### src/rtl/hfh_pkg.sv
`timescale 1ns / 1ps
`default_nettype none
package hfh_pkg;
    localparam int DEF_MAX_PAYLOAD = 48;
    localparam int HDR_LEN = 14;
    localparam logic [7:0] START_BYTE = 8'h10;
    localparam logic [7:0] TAIL_BYTE = 8'h16;

    localparam logic [1:0] CFG_MSB_FIRST = 2'd0;
    localparam logic [1:0] CFG_ID_FILTER = 2'd1;
    localparam logic [1:0] CFG_EXPECT_ID = 2'd2;

    typedef enum logic [2:0] {
        S_IDLE,
        S_SCAN_RD,
        S_SCAN_EV,
        S_EMIT_RD,
        S_EMIT_LD,
        S_EMIT_HOLD
    } t_state;
endpackage
`default_nettype wire

### src/rtl/hfh_store.sv
`timescale 1ns / 1ps
`default_nettype none
module hfh_store #(
    parameter int DEPTH = 64,
    parameter int AW = 6
) (
    input  wire logic          i_clk,
    input  wire logic          i_we,
    input  wire logic [AW-1:0] i_waddr,
    input  wire logic [7:0]    i_wdata,
    input  wire logic [AW-1:0] i_raddr,
    output logic      [7:0]    o_rdata
);
    logic [7:0] r_mem [DEPTH];

    always_ff @(posedge i_clk) begin
        if (i_we) begin
            r_mem[i_waddr] <= i_wdata;
        end
    end

    always_ff @(posedge i_clk) begin
        o_rdata <= r_mem[i_raddr];
    end
endmodule
`default_nettype wire

### src/rtl/header_checksum_frame_hunter.sv
// channel  | dir | payload
// s_axis   | in  | tdata: rx_byte
// m_axis   | out | tdata: header fields, payload byte; tuser: byte_valid; tlast: last
// cfg      | in  | we / addr / wdata, registers 0..2
// A byte is taken only when the block is idle; each candidate byte is then examined
// by a store read and an evaluate step, and one more store read finds the scan
// caught up. A failed candidate replays its held bytes. Each emitted item is read,
// loaded, then held until the output takes it. Reset is synchronous.
`timescale 1ns / 1ps
`default_nettype none
module header_checksum_frame_hunter
    import hfh_pkg::*;
#(
    parameter int MAX_PAYLOAD = DEF_MAX_PAYLOAD
) (
    input  wire logic         i_clk,
    input  wire logic         i_rst_n,
    input  wire logic         i_s_tvalid,
    output logic              o_s_tready,
    input  wire logic [7:0]   i_s_tdata,   // rx_byte
    output logic              o_m_tvalid,
    input  wire logic         i_m_tready,
    // station_addr, term_kind, proto_kind, ctrl_code, point_id, data_id,
    // payload_len, payload_byte, zero pad
    output logic      [103:0] o_m_tdata,
    output logic      [0:0]   o_m_tuser,   // byte_valid
    output logic              o_m_tlast,
    input  wire logic         i_cfg_we,
    input  wire logic [1:0]   i_cfg_addr,
    input  wire logic [15:0]  i_cfg_wdata
);
    localparam int DEPTH = MAX_PAYLOAD + 16;
    localparam int AW = $clog2(DEPTH);
    localparam int CW = $clog2(DEPTH + 1);
    localparam int LW = $clog2(MAX_PAYLOAD + 1);

    t_state r_state, n_state;
    logic [AW-1:0] r_head, n_head;
    logic [CW-1:0] r_count, n_count;
    logic [CW-1:0] r_scan, n_scan;
    logic [7:0]    r_sum, n_sum;
    logic [LW-1:0] r_len, n_len;
    logic [LW-1:0] r_k, n_k;
    logic [7:0]    r_hdr [1:13];
    logic          r_msb, r_filt;
    logic [15:0]   r_expect;
    logic          r_oval, n_oval;
    logic [7:0]    r_opay, n_opay;
    logic          r_obv, n_obv;
    logic          r_olast, n_olast;

    logic          acc;
    logic [AW-1:0] raddr, waddr;
    logic [7:0]    rdata;
    logic [15:0]   len16, f_addr, f_term, f_proto, f_point, f_data, len_ext;
    logic [CW-1:0] pl_end, need;
    logic          fail, good, filtered, hdr_we, last_item;

    function automatic logic [AW-1:0] wrap_add(input logic [AW-1:0] a,
                                              input logic [CW-1:0] b);
        logic [CW:0] s;
        s = (CW+1)'(a) + (CW+1)'(b);
        if (s >= (CW+1)'(DEPTH)) begin
            s = s - (CW+1)'(DEPTH);
        end
        return s[AW-1:0];
    endfunction

    function automatic logic [15:0] get16(input logic msb, input logic [7:0] a,
                                          input logic [7:0] b);
        return msb ? {a, b} : {b, a};
    endfunction

    assign acc = i_s_tvalid && o_s_tready;
    assign o_s_tready = (r_state == S_IDLE);
    assign waddr = wrap_add(r_head, r_count);
    assign raddr = (r_state == S_EMIT_RD) ?
                   wrap_add(r_head, CW'(HDR_LEN) + CW'(r_k)) :
                   wrap_add(r_head, r_scan);

    hfh_store #(.DEPTH(DEPTH), .AW(AW)) u_store (
        .i_clk  (i_clk),
        .i_we   (acc),
        .i_waddr(waddr),
        .i_wdata(i_s_tdata),
        .i_raddr(raddr),
        .o_rdata(rdata)
    );

    assign len16   = get16(r_msb, r_hdr[12], rdata);
    assign f_addr  = get16(r_msb, r_hdr[1], r_hdr[2]);
    assign f_term  = get16(r_msb, r_hdr[3], r_hdr[4]);
    assign f_proto = get16(r_msb, r_hdr[5], r_hdr[6]);
    assign f_point = get16(r_msb, r_hdr[8], r_hdr[9]);
    assign f_data  = get16(r_msb, r_hdr[10], r_hdr[11]);
    assign len_ext = 16'(r_len);
    assign pl_end  = CW'(HDR_LEN) + CW'(r_len);
    assign need    = CW'(HDR_LEN + 2) + CW'(r_len);
    assign filtered = r_filt && (f_data != r_expect);
    assign last_item = (r_len == '0) || ((LW+1)'(r_k) + 1'b1 == (LW+1)'(r_len));

    always_comb begin
        fail = 1'b0;
        good = 1'b0;
        hdr_we = 1'b0;
        if (r_state == S_SCAN_EV) begin
            if (r_scan == '0) begin
                fail = (rdata != START_BYTE);
            end else if (r_scan < CW'(HDR_LEN)) begin
                hdr_we = 1'b1;
                if (r_scan == CW'(HDR_LEN - 1)) begin
                    fail = (len16 > 16'(MAX_PAYLOAD));
                end
            end else if (r_scan == pl_end) begin
                fail = (rdata != r_sum);
            end else if (r_scan == pl_end + 1'b1) begin
                fail = (rdata != TAIL_BYTE);
                good = !fail;
            end
        end
    end

    always_comb begin
        n_state = r_state;
        unique case (r_state)
            S_IDLE:      if (acc) n_state = S_SCAN_RD;
            S_SCAN_RD:   n_state = (r_scan < r_count) ? S_SCAN_EV : S_IDLE;
            S_SCAN_EV:   n_state = (good && !filtered) ? S_EMIT_RD : S_SCAN_RD;
            S_EMIT_RD:   n_state = S_EMIT_LD;
            S_EMIT_LD:   n_state = S_EMIT_HOLD;
            S_EMIT_HOLD: begin
                if (i_m_tready) n_state = last_item ? S_SCAN_RD : S_EMIT_RD;
            end
            default:     n_state = S_IDLE;
        endcase
    end

    always_comb begin
        n_head  = r_head;
        n_count = r_count;
        n_scan  = r_scan;
        n_sum   = r_sum;
        n_len   = r_len;
        n_k     = r_k;
        n_oval  = r_oval;
        n_opay  = r_opay;
        n_obv   = r_obv;
        n_olast = r_olast;
        case (r_state)
            S_IDLE: begin
                if (acc) n_count = r_count + 1'b1;
                // new settings: decode held bytes again from the start
                if (i_cfg_we) begin
                    n_scan = '0;
                    n_sum  = '0;
                end
            end
            S_SCAN_EV: begin
                n_scan = r_scan + 1'b1;
                if (r_scan < pl_end) n_sum = r_sum + rdata;
                if (r_scan == CW'(HDR_LEN - 1)) n_len = LW'(len16);
                if (fail) begin
                    n_head  = wrap_add(r_head, CW'(1));
                    n_count = r_count - 1'b1;
                    n_scan  = '0;
                    n_sum   = '0;
                end else if (good) begin
                    n_k = '0;
                    if (filtered) begin
                        n_head  = wrap_add(r_head, need);
                        n_count = r_count - need;
                        n_scan  = '0;
                        n_sum   = '0;
                    end
                end
            end
            S_EMIT_LD: begin
                n_oval  = 1'b1;
                n_opay  = (r_len == '0) ? 8'd0 : rdata;
                n_obv   = (r_len != '0);
                n_olast = last_item;
            end
            S_EMIT_HOLD: begin
                if (i_m_tready) begin
                    n_oval = 1'b0;
                    n_k = r_k + 1'b1;
                    if (last_item) begin
                        n_head  = wrap_add(r_head, need);
                        n_count = r_count - need;
                        n_scan  = '0;
                        n_sum   = '0;
                    end
                end
            end
            default: ;
        endcase
    end

    always_ff @(posedge i_clk) begin
        if (!i_rst_n) begin
            r_state  <= S_IDLE;
            r_head   <= '0;
            r_count  <= '0;
            r_scan   <= '0;
            r_sum    <= '0;
            r_len    <= '0;
            r_k      <= '0;
            r_oval   <= 1'b0;
            r_msb    <= 1'b0;
            r_filt   <= 1'b0;
            r_expect <= '0;
        end else begin
            r_state <= n_state;
            r_head  <= n_head;
            r_count <= n_count;
            r_scan  <= n_scan;
            r_sum   <= n_sum;
            r_len   <= n_len;
            r_k     <= n_k;
            r_oval  <= n_oval;
            if (i_cfg_we) begin
                unique case (i_cfg_addr)
                    CFG_MSB_FIRST: r_msb    <= i_cfg_wdata[0];
                    CFG_ID_FILTER: r_filt   <= i_cfg_wdata[0];
                    CFG_EXPECT_ID: r_expect <= i_cfg_wdata;
                    default: ;
                endcase
            end
        end
    end

    always_ff @(posedge i_clk) begin
        r_opay  <= n_opay;
        r_obv   <= n_obv;
        r_olast <= n_olast;
        if (hdr_we) r_hdr[r_scan[3:0]] <= rdata;
    end

    assign o_m_tvalid = r_oval;
    assign o_m_tuser  = r_obv;
    assign o_m_tlast  = r_olast;
    assign o_m_tdata  = {2'b00, r_opay, len_ext[5:0], f_data, f_point, r_hdr[7],
                         f_proto, f_term, f_addr};

`ifndef SYNTHESIS
    a_count_bound: assert property (@(posedge i_clk) disable iff (!i_rst_n)
        r_count <= CW'(DEPTH)) else $error("store overfilled");
    a_no_take_while_out: assert property (@(posedge i_clk) disable iff (!i_rst_n)
        o_m_tvalid |-> !o_s_tready) else $error("input taken during emission");
    a_out_state: assert property (@(posedge i_clk) disable iff (!i_rst_n)
        o_m_tvalid |-> r_state == S_EMIT_HOLD) else $error("output valid outside hold");
    a_out_clear: assert property (@(posedge i_clk) disable iff (!i_rst_n)
        (o_m_tvalid && i_m_tready) |=> !o_m_tvalid) else $error("item repeated");
`endif
endmodule
`default_nettype wire

### config.mk
export PLATFORM = sky130hd
export DESIGN_NAME = header_checksum_frame_hunter
export DESIGN_NICKNAME = d
export VERILOG_FILES = /design/src/rtl/hfh_pkg.sv /design/src/rtl/hfh_store.sv /design/src/rtl/header_checksum_frame_hunter.sv
export SDC_FILE = /design/constraint.sdc
export NUM_CORES = 1
export LEC_CHECK = 0
export ABC_AREA = 1
export BUFFER_PORTS_ARGS = -buffer_cell sky130_fd_sc_hd__buf_2
export CORE_ASPECT_RATIO = 0.5
export CORE_UTILIZATION = 30
export DETAILED_ROUTE_END_ITERATION = 16
export GPL_ROUTABILITY_DRIVEN = 0
export MAX_ROUTING_LAYER = met4
export REMOVE_ABC_BUFFERS = 1
export SYNTH_ARGS = -nofsm -noshare
export SYNTH_HDL_FRONTEND = slang
export SYNTH_HIERARCHICAL = 1
export SYNTH_SLANG_ARGS = --single-unit
### constraint.sdc
create_clock -name i_clk -period 5.8 [get_ports i_clk]
set_clock_uncertainty 0.1 [all_clocks]
set_input_delay 0.58 -clock i_clk [delete_from_list [all_inputs] [get_ports i_clk]]
set_output_delay 0.58 -clock i_clk [all_outputs]
set_load 0.02 [all_outputs]
=== After elaboration in Yosys (flattened, before gate mapping) ===
Memory sizes are Yosys's and may differ from the RTL's. A register that Yosys moved wholly into a read port is not among the register bits.
Index checks and enable logic that the tools add are counted.
Widths: inputs -> output; s select.

* Flip-flop bits (word level): 72
* Memory bits (writable): 616
* Output and inout bits: 108
* Logic and storage cells: 163
* Memories: 2

{| class="wikitable"
|+ Memory list
! name !! depth !! bits a word !! rd ports !! clocked after Yosys merged registers in !! wr ports !! line !! RTL
|-
| u_store.r_mem || 64 || 8 || 1 || 1 || 1 || hfh_store.sv:14 || <nowiki>logic [7:0] r_mem [DEPTH];</nowiki>
|-
| r_hdr || 13 || 8 || 12 || 0 || 1 || header_checksum_frame_hunter.sv:44 || <nowiki>logic [7:0] r_hdr [1:13];</nowiki>
|}

* Add/sub/neg operators: 21
* $lt $le $gt $ge: 9
* Equal/unequal tests: 23
* Multiplexer cells: 70
* Reduce and logical (&&, ||, !) cells: 24

{| class="wikitable"
|+ Operators with widths
! cell !! number
|-
| $mux 16 || 6
|-
| $mux 6 || 14
|-
| $mux 7 || 12
|-
| $mux 8 || 7
|-
| $pmux 7 s3 || 2
|-
| $add 6x7->8 || 4
|-
| $ge 8x7->1 const B || 4
|-
| $sub 6x1->6 const B || 5
|-
| $pmux 6 s2 || 2
|-
| $pmux 8 s3 || 1
|-
| $add 7x1->7 const B || 3
|-
| $mux 1 || 19
|-
| $pmux 3 s6 || 1
|-
| $gt 16x6->1 const B || 1
|-
| $ne 16x16->1 || 1
|-
| $ne 8x5->1 const B || 2
|-
| $add 4x6->7 const A || 2
|-
| $add 6x1->7 const B || 2
|-
| $eq 7x7->1 || 2
|-
| $lt 7x7->1 || 2
|-
| $reduce_and 2->1 || 6
|-
| $add 8x8->8 || 1
|-
| $ne 2x2->1 const B || 4
|-
| $ne 8x8->1 || 1
|-
| 31 further kinds || 43
|}

=== Longest topological paths before layout ===
Gate-level depths: netlist of run 1.

* Depth in word-level cells: 11
* Gate-level depth with buffers: 22
* Mapped depth without buffers: 21

=== Hierarchy ===
The synthesis of run 1 kept the hierarchy.

{| class="wikitable"
|+ By module, submodules not included
! module !! instances !! cells an instance !! area an instance (um^2)
|-
| hfh_store || 1 || 1805 || 21339.2
|-
| header_checksum_frame_hunter || 1 || 1266 || 10089.7
|}

=== Least setup slack after synthesis of run 1 ===
Ideal clock, no wire load.

* Path type: reg-to-reg
* Start: register r_head[2]
* End: memory u_store.r_mem[48][0], enable pin
* Setup time: 395 ps
* Data arrival time: 2756 ps
* Data required time: 5305 ps
* Setup slack: 2550 ps
* Stages on the path, launching flop included: 10
* Period minus slack after synthesis: 3250 ps
* Cell sequence: dfxtp_1 ha_1 nand2_1 nor2_1 a211oi_1 o21bai_1 a21oi_1 xor2_1 nand4_1 nor4_1

* Word-level cells in the longest chain between the ends: 3
* Elaborated cells on any way between the ends: 4
* Classes of those cells: add/sub (2); order compare (1); mux (1)

{| class="wikitable"
|+ Ends and longest elaborated chain
! item !! line !! RTL
|-
| start, declared || header_checksum_frame_hunter.sv:38 || <nowiki>logic [AW-1:0] r_head, n_head;</nowiki>
|-
| start signal, assigned || header_checksum_frame_hunter.sv:214 || <nowiki>r_head <= n_head;</nowiki>
|-
| $add 6x7->8 * || header_checksum_frame_hunter.sv:62 || <nowiki>s = (CW+1)'(a) + (CW+1)'(b);</nowiki>
|-
| $ge 8x7->1 or $sub 6x1->6 (tied branches) || header_checksum_frame_hunter.sv:63, header_checksum_frame_hunter.sv:64 ||
|-
| $mux 6 * || header_checksum_frame_hunter.sv:63 || <nowiki>if (s >= (CW+1)'(DEPTH)) begin</nowiki>
|-
| via waddr[5] || header_checksum_frame_hunter.sv:53 || <nowiki>logic [AW-1:0] raddr, waddr;</nowiki>
|-
| end, declared || hfh_store.sv:14 ||
|}

The timed path passes the listed nets; every way through them passes the cells marked *.

=== Final worst setup path of run 1 ===
* Start: register r_scan[1]
* End: register u_store.o_rdata[6], read port of u_store.r_mem

* Word-level cells in the longest chain between the ends: 4
* Elaborated cells on any way between the ends: 5
* Classes of those cells: add/sub (2); order compare (1); mux (2)

{| class="wikitable"
|+ Ends and longest elaborated chain
! item !! line !! RTL
|-
| start, declared || header_checksum_frame_hunter.sv:40 || <nowiki>logic [CW-1:0] r_scan, n_scan;</nowiki>
|-
| start signal, assigned || header_checksum_frame_hunter.sv:216 || <nowiki>r_scan <= n_scan;</nowiki>
|-
| $add 6x7->8 * || header_checksum_frame_hunter.sv:62 ||
|-
| $ge 8x7->1 or $sub 6x1->6 (tied branches) || header_checksum_frame_hunter.sv:63, header_checksum_frame_hunter.sv:64 ||
|-
| $mux 6 * || header_checksum_frame_hunter.sv:63 ||
|-
| $mux 6 * || header_checksum_frame_hunter.sv:77 || <nowiki>assign raddr = (r_state == S_EMIT_RD) ?</nowiki>
|-
| via raddr[1] || header_checksum_frame_hunter.sv:53 ||
|-
| end, declared || hfh_store.sv:12 || <nowiki>output logic [7:0] o_rdata</nowiki>
|}

Marked as above.
A chain may end at the register's enable or synchronous reset.

==> metrics.csv, run 1 <==
metric;value;unit
status;completed;
htreeDepth;3;
max_stage_delay;0.79;ns
cts_tree;yes;
ioPinCount;139;
reg2reg_depth;12;
netlist_area;0.0314;mm^2
die_h;231;um
instances_no_fill;4635;
nNetsFinal;3280;
cts_resized;0;
ir_drop;0.209;mV
cp-start-kind;register;
crit_path_top_delay_cell;buf_4;
die_area;0.106;mm^2
fillers;10300;
min_period;4.48;ns
synth_cell_types;50;
timing.setup.tns;0;ns
yosysWarnings;6;
wl;85.2;mm
clockBufferDepth;3;
cap_violations;0;
cts_buffers;71;
antenna_found_initial;0;
multiInputGateArea;0.00985;mm^2
wl_per_cell;18.4;um
grt_max_degree;97;
die-width;460;um
antenna_left;0;
max_freq;223;MHz
hold_depth;3;
synth_top_area_cell;edfxtp_1;
grt-ovfl-total;0;
ys_seq_area_share;63.5;%
r2r_start;r_scan[1];
finalSetupViolations;0;
yosys-top-cells-count;nand2_1 (933), edfxtp_1 (618), nand3_1 (501);
endpoint_kind;register;
layout-drive-gt1-share;9.84;%
hold_viol;0;
vias;22600;
p_leak;13.4;nW
synth-seq-cells;688;
worst_pin_slew;1.32;ns
synth_top_cell_area_share;59.0;%
regArea;0.0200;mm^2
port_buffers;136;
place_inst;4507;
core_area;0.103;mm^2
diodes;0;
cts.clk_slew.worst_paths;0.06;ns
area.growth.synth_to_final;13.3;%
total_power;13.0;mW
crit_path_start;r_scan[1];
ctsHoldBuffers;0;
hp-class;primary input to register;
critPathKind;register to register;
rows;83;
syn-mean-instance-area;10.2;um^2
rsz0062_at_grt;false;
post_cts_buffers;0;
fin_crit_sh;77.2;%
clk_latency;0.64;ns
path_max_fanout;69;
slew_viol_final;0;
max-slew-margin-rel;11.7;%
grt_pass1_vias;21300;
cts.sinks;688;
grt_pass1_wl;129;mm
vias_per_cell;4.87;
synth_edf_count;618;
route.detailed.drc;0;
yosysMostFrequentCell;nand2_1;
first_pass_iters;5;
hp-start;i_cfg_wdata[5];
critPathRequiredTime;6.22;ns
synthFlopType;edfxtp_1;
global_route.usage.total;16.2;%
cp_common_cell;nand3_1;
drt-initial-drc-count;2297;
place_hpwl;52.6;mm
p_per_area;364;mW/mm^2
crit_arrival;4.90;ns
synthTopCellsByArea;edfxtp_1 (59%), nand2_1 (11%), nand3_1 (8.0%), dfxtp_1 (4.5%), ha_1 (2.5%);
postSynth.asyncResetShare;0;%
initial_utilization;30.4;%
clockRootBuffer;clkbuf_16;
path_cells;inv_1 > fa_1 > o21ai_4 > buf_4 > buf_4 > nand3_1 > nand3_1 > nand2_1 > nand2_1 > nand3_1 > nand3_1 > nand2_1;
synthCells;3071;
power by group:
| part | total, mW | internal (mW) | leakage, nW | switching [mW] |
|---|---|---|---|---|
| Combinational | 2.68 | 0.760 | 6.16 | 1.91 |
| Clock | 4.44 | 2.48 | 1.09 | 1.96 |
| Sequential | 5.84 | 5.64 | 6.13 | 0.208 |
critical path, delay by kind of cell (launching register included):
family / cells / cell delay, ns
adders and majority gates: 1 / 0.58
DFF: 1 / 0.63
and+or+nand+nor: 7 / 0.99
AOI/OAI and AO/OA: 1 / 0.22
buffers and inverters: 3 / 1.76
sequential cells by signal, indices dropped and copies added (netlist names):
name,count
u_store/r_mem,512
r_hdr,96
r_expect,16
r_opay,8
r_sum,8
u_store/o_rdata,8
r_count,7
r_scan,7
r_head,6
r_k,6
r_len,6
r_state,3
o_m_tlast,1
o_m_tuser,1
o_m_tvalid,1
r_filt,1
r_msb,1
final timing paths:
kind | endpoint | slack (ns)
hold / removal | r_expect[5] | 0.09
setup / recovery | u_store/o_rdata[6] | 1.32
hold reg to reg | r_expect[4] | 0.38
setup reg to reg | u_store/o_rdata[6] | 1.32
layout by cell type, fill, tap and decap left out, types with 5 or more instances in the layout:
| cell type | count |
|---|---|
| fa_1 | 6 |
| a21oi_1 | 46 |
| clkinv_2 | 11 |
| nand2_4 | 5 |
| a31oi_1 | 5 |
| xnor2_1 | 20 |
| nor3_1 | 22 |
| nand3_1 | 501 |
| o21ai_0 | 122 |
| or2_2 | 7 |
| o21ai_1 | 6 |
| nor4_1 | 13 |
| nor2_1 | 202 |
| nand4_1 | 25 |
| inv_6 | 5 |
| xor2_1 | 28 |
| clkbuf_16 | 72 |
| nand2_2 | 6 |
| clkinv_1 | 20 |
| ha_1 | 64 |
| edfxtp_1 | 618 |
| o211ai_1 | 5 |
| nand2_1 | 932 |
| buf_2 | 136 |
| dfxtp_1 | 69 |
| inv_1 | 172 |
| buf_4 | 43 |
| buf_12 | 5 |
| clkbuf_1 | 12 |
final cells by class:
type	count	share of cell area (%)
clock buffer	84	5.19
timing repair buffer	184	3.10
sequential	688	56.1
clock inverter	43	1.13
inverter	181	1.93
tap	1402	4.93
multi-input combinational	2053	27.7
metal layers:
metal | vias up | global-route usage [%] | wire [um]
li1 | 10700 | - | -
met1 | 11000 | 21.3 | 37200
met2 | 775 | 25.9 | 40100
met3 | 148 | 2.53 | 5550
met4 | 0 | 4.82 | 2360
met5 | - | - | 0
kinds of logic after synthesis:
group	Yosys count	share of synthesized area, %
AOI/OAI and AO/OA	203	3.44
xor gates and xnor gates	48	1.34
adders and majority gates	70	2.93
buffers and inverters	331	5.32
DFF	688	63.5
muxes	1	0.0318
other	1	0.0119
and+or+nand+nor	1729	23.4
per-stage QoR:
stage	instance area (um^2)	hold slack [ns]	utilization [%]	setup slack [ns]
floorplan	30400	0.344	-	-8.66
global placement	33300	0.361	32.3	1.36
detailed placement	33300	0.373	32.3	1.37
CTS	35600	0.0636	34.5	1.38
global route	35600	0.0915	34.5	1.12
finish	35600	0.0883	34.5	1.32
No activity file was read; power rests on OpenSTA's default activity.
==> inputs of run 2 (changes only) <==
==> constraint.sdc (replaced) <==
create_clock -name i_clk -period 3.72 [get_ports i_clk]
set_clock_uncertainty 0.1 [all_clocks]
set_input_delay 0.372 -clock i_clk [delete_from_list [all_inputs] [get_ports i_clk]]
set_output_delay 0.372 -clock i_clk [all_outputs]
set_load 0.02 [all_outputs]
==> run 2 against run 1 <==
Net effect:
- cell count is 2.6% higher
- sequential cell count stayed put
- sequential share of layout area is 1.7 points lower
- highest routed layer unchanged
==> metrics.csv, run 2 (synthesized netlist as in run 1, its figures left out) <==
metric;value;unit
vias_per_cell;4.86;
clockBufferDepth;3;
core_area;0.103;mm^2
place_hpwl;58.0;mm
layout-drive-gt1-share;12.6;%
global_route.usage.total;17.1;%
wl;89.4;mm
cts_resized;0;
p_per_area;568;mW/mm^2
port_buffers;136;
hold_end;r_state[1];
post_cts_buffers;0;
hold_depth;5;
r2r_end;u_store/o_rdata[5];
slew_viol_final;0;
grt_pass1_vias;22300;
layout_commonest_cell;nand2_1;
max_freq;291;MHz
cts_tree;yes;
finalSetupViolations;0;
reg2reg_depth;14;
path_max_fanout;64;
htreeDepth;3;
status;completed;
postPlaceCellArea;0.0341;mm^2
top_register;u_store/r_mem;
worst_slack;0.281;ns
ir_drop;0.375;mV
route.detailed.drc;0;
nNetsFinal;3398;
clk_latency;0.64;ns
wl_per_cell;18.8;um
grt-ovfl-total;0;
cts_buffers;71;
antenna_left;0;
cap_violations;0;
antenna_found_initial;3;
min_period;3.44;ns
largest_reg_flops;512;
endpoint_kind;register;
fillers;10300;
ioPinCount;139;
ctsHoldBuffers;22;
cts.sinks;688;
hp-class;primary input to register;
grt_pass1_wl;136;mm
crit_arrival;3.92;ns
cp-start-kind;register;
vias;23100;
rsz0062_at_grt;false;
drt-initial-drc-count;2637;
fin_crit_sh;92.4;%
rows;83;
cts.clk_slew.worst_paths;0.07;ns
clockRootBuffer;clkbuf_16;
mostFrequentLayoutCells;nand2_1 (932), edfxtp_1 (618), nand3_1 (501);
initial_utilization;30.4;%
die-width;460;um
p_leak;14.0;nW
die_h;231;um
die_area;0.106;mm^2
first_pass_iters;6;
max-slew-margin-rel;36.4;%
area.growth.synth_to_final;16.9;%
hp-start;i_s_tvalid;
critPathRequiredTime;4.21;ns
place_ws;0.337;ns
worst_pin_slew;0.952;ns
grt_max_degree;129;
r2r_start;r_head[1];
ff2ff_setup_slack;0.28;ns
design_area;0.0367;mm^2
critPathKind;register to register;
hold_viol;0;
[run 2: worst max-delay path by stage]
stage,start,end,slack [ns],cells after the start
floorplan,r_head[0],u_store/o_rdata[0],-10.74,12
global placement,r_head[1],u_store/o_rdata[6],0.34,14
detailed placement,r_head[1],u_store/o_rdata[2],0.34,14
CTS,r_head[1],u_store/o_rdata[2],0.31,14
global route,r_head[1],u_store/o_rdata[2],0.05,14
finish,r_head[1],u_store/o_rdata[5],0.28,14
[run 2: report_power, final]
group | internal [mW] | leakage, nW | total, mW | switching [mW]
sequential | 8.78 | 6.13 | 9.12 | 0.336
combinational | 1.33 | 6.78 | 4.45 | 3.12
clock | 4.13 | 1.14 | 7.29 | 3.16
total | 14.2 | 14.0 | 20.9 | 6.62
[run 2: layout make-up]
class / instances / area, um^2 / share of cell area, %
flip-flops and latches: 688 / 20000 / 54.3
repair buffers: 302 / 2110 / 5.76
diodes: 2 / 5.00 / 0.0136
well taps: 1402 / 1750 / 4.78
clock buffers: 82 / 1820 / 4.95
inverters: 181 / 687 / 1.87
multi-input cells: 2053 / 9850 / 26.8
clock inverters: 45 / 543 / 1.48
[run 2: metrics by stage]
| step | total power [mW] | utilization (%) | setup TNS, ns | instances | hold WS (ns) |
|---|---|---|---|---|---|
| 2_1_floorplan | 11.9 | - | -107.83 | 2922 | 0.344 |
| 3_3_place_gp | 13.6 | 33.1 | 0 | 4604 | 0.363 |
| 3_5_place_dp | 13.7 | 33.1 | 0 | 4604 | 0.375 |
| 4_1_cts | 21.0 | 35.6 | 0 | 4753 | 0.0418 |
| 5_1_grt | 21.7 | 35.6 | 0 | 4754 | 0.104 |
| 6_report | 20.9 | 35.6 | 0 | 4755 | 0.0879 |
[run 2: critical path, cell delays in order (launching register included)]
cell	delay, ns
dfxtp_1	0.42
inv_1	0.19
ha_1	0.33
inv_1	0.06
ha_1	0.16
inv_1	0.05
fa_1	0.48
o21ai_4	0.18
buf_4	0.65
nand3_1	0.23
nand2_1	0.20
nand2_1	0.07
nand3_1	0.08
nand3_1	0.08
nand2_1	0.06
[run 2: routing by layer]
| metal | GRT usage, % | share of wire, % |
|---|---|---|
| met5 | - | 0 |
| met4 | 5.14 | 2.7 |
| met3 | 2.73 | 6.7 |
| met1 | 22.3 | 43 |
| met2 | 27.3 | 47 |
==> inputs of run 3 (changes only) <==
--- a/config.mk
+++ b/config.mk
@@ -8,10 +8,11 @@
 export ABC_AREA = 1
 export BUFFER_PORTS_ARGS = -buffer_cell sky130_fd_sc_hd__buf_2
 export CORE_ASPECT_RATIO = 0.5
-export CORE_UTILIZATION = 30
+export CORE_UTILIZATION = 55
 export DETAILED_ROUTE_END_ITERATION = 16
 export GPL_ROUTABILITY_DRIVEN = 0
 export MAX_ROUTING_LAYER = met4
+export PLACE_DENSITY = 0.75
 export REMOVE_ABC_BUFFERS = 1
 export SYNTH_ARGS = -nofsm -noshare
 export SYNTH_HDL_FRONTEND = slang
==> run 3 against run 2 <==
Net effect:
- first-iteration DRC count rose by 6.6%
- hold slack got worse by 0.055 ns
- clock power fell by 19%
- utilization rose by 27 points
- die area fell by 45%
- register-to-register slack got worse by 0.02 ns
- total power fell by 7.9%
- worst setup slack got worse by 0.017 ns
- largest cell class unchanged
- non-clock buffer count fell by 28
- combinational power fell by 4.9%
- via count rose by 0.28%
- count of clock-buffer cells in the layout fell by 13
- critical path type unchanged
==> metrics.csv, run 3 (synthesized netlist as in run 1, its figures left out) <==
metric;value;unit
nNetsFinal;3357;
fin_crit_sh;92.9;%
cts.sinks;688;
cts.clk_slew.worst_paths;0.08;ns
ir_drop;0.362;mV
vias_per_cell;5.72;
antenna_left;0;
finalSetupViolations;0;
mostFrequentLayoutCells;nand2_1 (931), edfxtp_1 (618), nand3_1 (501);
postPlaceCellArea;0.0331;mm^2
critPathRequiredTime;4.17;ns
area.growth.synth_to_final;11.8;%
crit_arrival;3.91;ns
largest_reg_flops;512;
top_register;u_store/r_mem;
status;completed;
grt_pass1_vias;21900;
ioPinCount;139;
htreeDepth;2;
cp-start-kind;register;
drt-initial-drc-count;2810;
rsz0062_at_grt;false;
place_hpwl;50.2;mm
layout-drive-gt1-share;11.4;%
port_buffers;136;
clockBufferDepth;3;
vias;23200;
grt_max_degree;80;
endpoint_kind;register;
max_freq;289;MHz
wl;78.7;mm
die-width;340;um
hold_viol;0;
die_area;0.0582;mm^2
antenna_found_initial;0;
p_leak;13.6;nW
post_cts_buffers;0;
critPathKind;register to register;
path_cells;inv_1 > ha_1 > inv_1 > ha_1 > inv_1 > o21ba_2 > xnor2_1 > nand2_1 > o21ai_1 > inv_1 > nand3_1 > nand3_1 > nand2_1;
rows;61;
layout_commonest_cell;nand2_1;
core_area;0.0560;mm^2
path_max_fanout;16;
cts_buffers;58;
grt-ovfl-total;0;
clk_latency;0.62;ns
total_power;19.2;mW
max_stage_delay;0.55;ns
crit_family;buffers and inverters;
cts_tree;yes;
cap_violations;0;
min_period;3.46;ns
worst_pin_slew;0.996;ns
diodes;0;
critPathBufInv;4;
route.detailed.drc;0;
die_h;171;um
design_area;0.0351;mm^2
global_route.usage.total;28.0;%
hp-class;primary input to register;
wl_per_cell;19.4;um
finish.utilization;62.7;%
clockRootBuffer;clkbuf_16;
cp_common_cell;inv_1;
slew_viol_final;0;
p_per_area;546;mW/mm^2
grt_pass1_wl;122;mm
max-slew-margin-rel;33.2;%
crit_path_top_delay_cell;dfxtp_1;
initial_utilization;56.1;%
first_pass_iters;6;
## run 3: changes by cell type in the layout (fill, tap and decap cells not counted), moves of 2 or more
cell           before  now
bufinv_16           8    4
buf_2             133  136
dlygate4sd3_1      22   20
clkinv_8            3    1
clkinv_2           11   13
clkinv_16           2    0
buf_4             137  107
diode_2             2    0
clkbuf_16          71   58
## run 3: final cells by class
type / instances / area, um^2
Tap cell: 756 / 946
Fill cell: 4351 / 20900
Inverter: 181 / 687
Clock inverter: 36 / 304
Multi-Input combinational cell: 2053 / 9850
Clock buffer: 69 / 1490
Sequential cell: 688 / 20000
Timing Repair Buffer: 274 / 1900
## run 3: timing repair
item	in CTS	in global routing
setup endpoints to repair	0	16
hold endpoints to repair	19	0
resized for setup	0	2
hold buffers	20	0
## run 3: tightest hold or removal path: stages
cell     delay (ns)
buf_2          0.10
a31oi_1        0.08
nor3_1         0.15
## run 3: worst paths after layout
path                             startpoint            endpoint  slack (ns)  cells past startpoint
worst max-delay path              r_head[3]  u_store/o_rdata[3]        0.26                     13
worst min-delay path               i_cfg_we              r_filt        0.03                      3
worst max register to register    r_head[3]  u_store/o_rdata[3]        0.26                     13
worst min register to register  r_expect[4]         r_expect[4]        0.39                      2
## run 3: per-layer routing
layer,vias up,global-route usage [%],wire (um)
met2,1196,44.1,36700
met1,11000,37.6,32500
met4,0,7.72,1890
li1,10900,-,-
met5,-,-,0
met3,167,5.11,7670
## run 3: where the power goes
group,switching [mW],internal (mW)
clock,2.75,3.15
sequential,0.292,8.78
combinational,2.94,1.29
total,5.98,13.2
## run 3: metrics by stage
step                hold slack, ns  setup WS, ns  TNS [ns]  cells
floorplan                    0.344        -10.74   -107.83   2922
global placement             0.350         0.416         0   3932
detailed placement           0.371         0.355         0   3932
CTS                        0.00217         0.317         0   4057
global route                0.0458        0.0123         0   4057
finish                      0.0328         0.264         0   4057
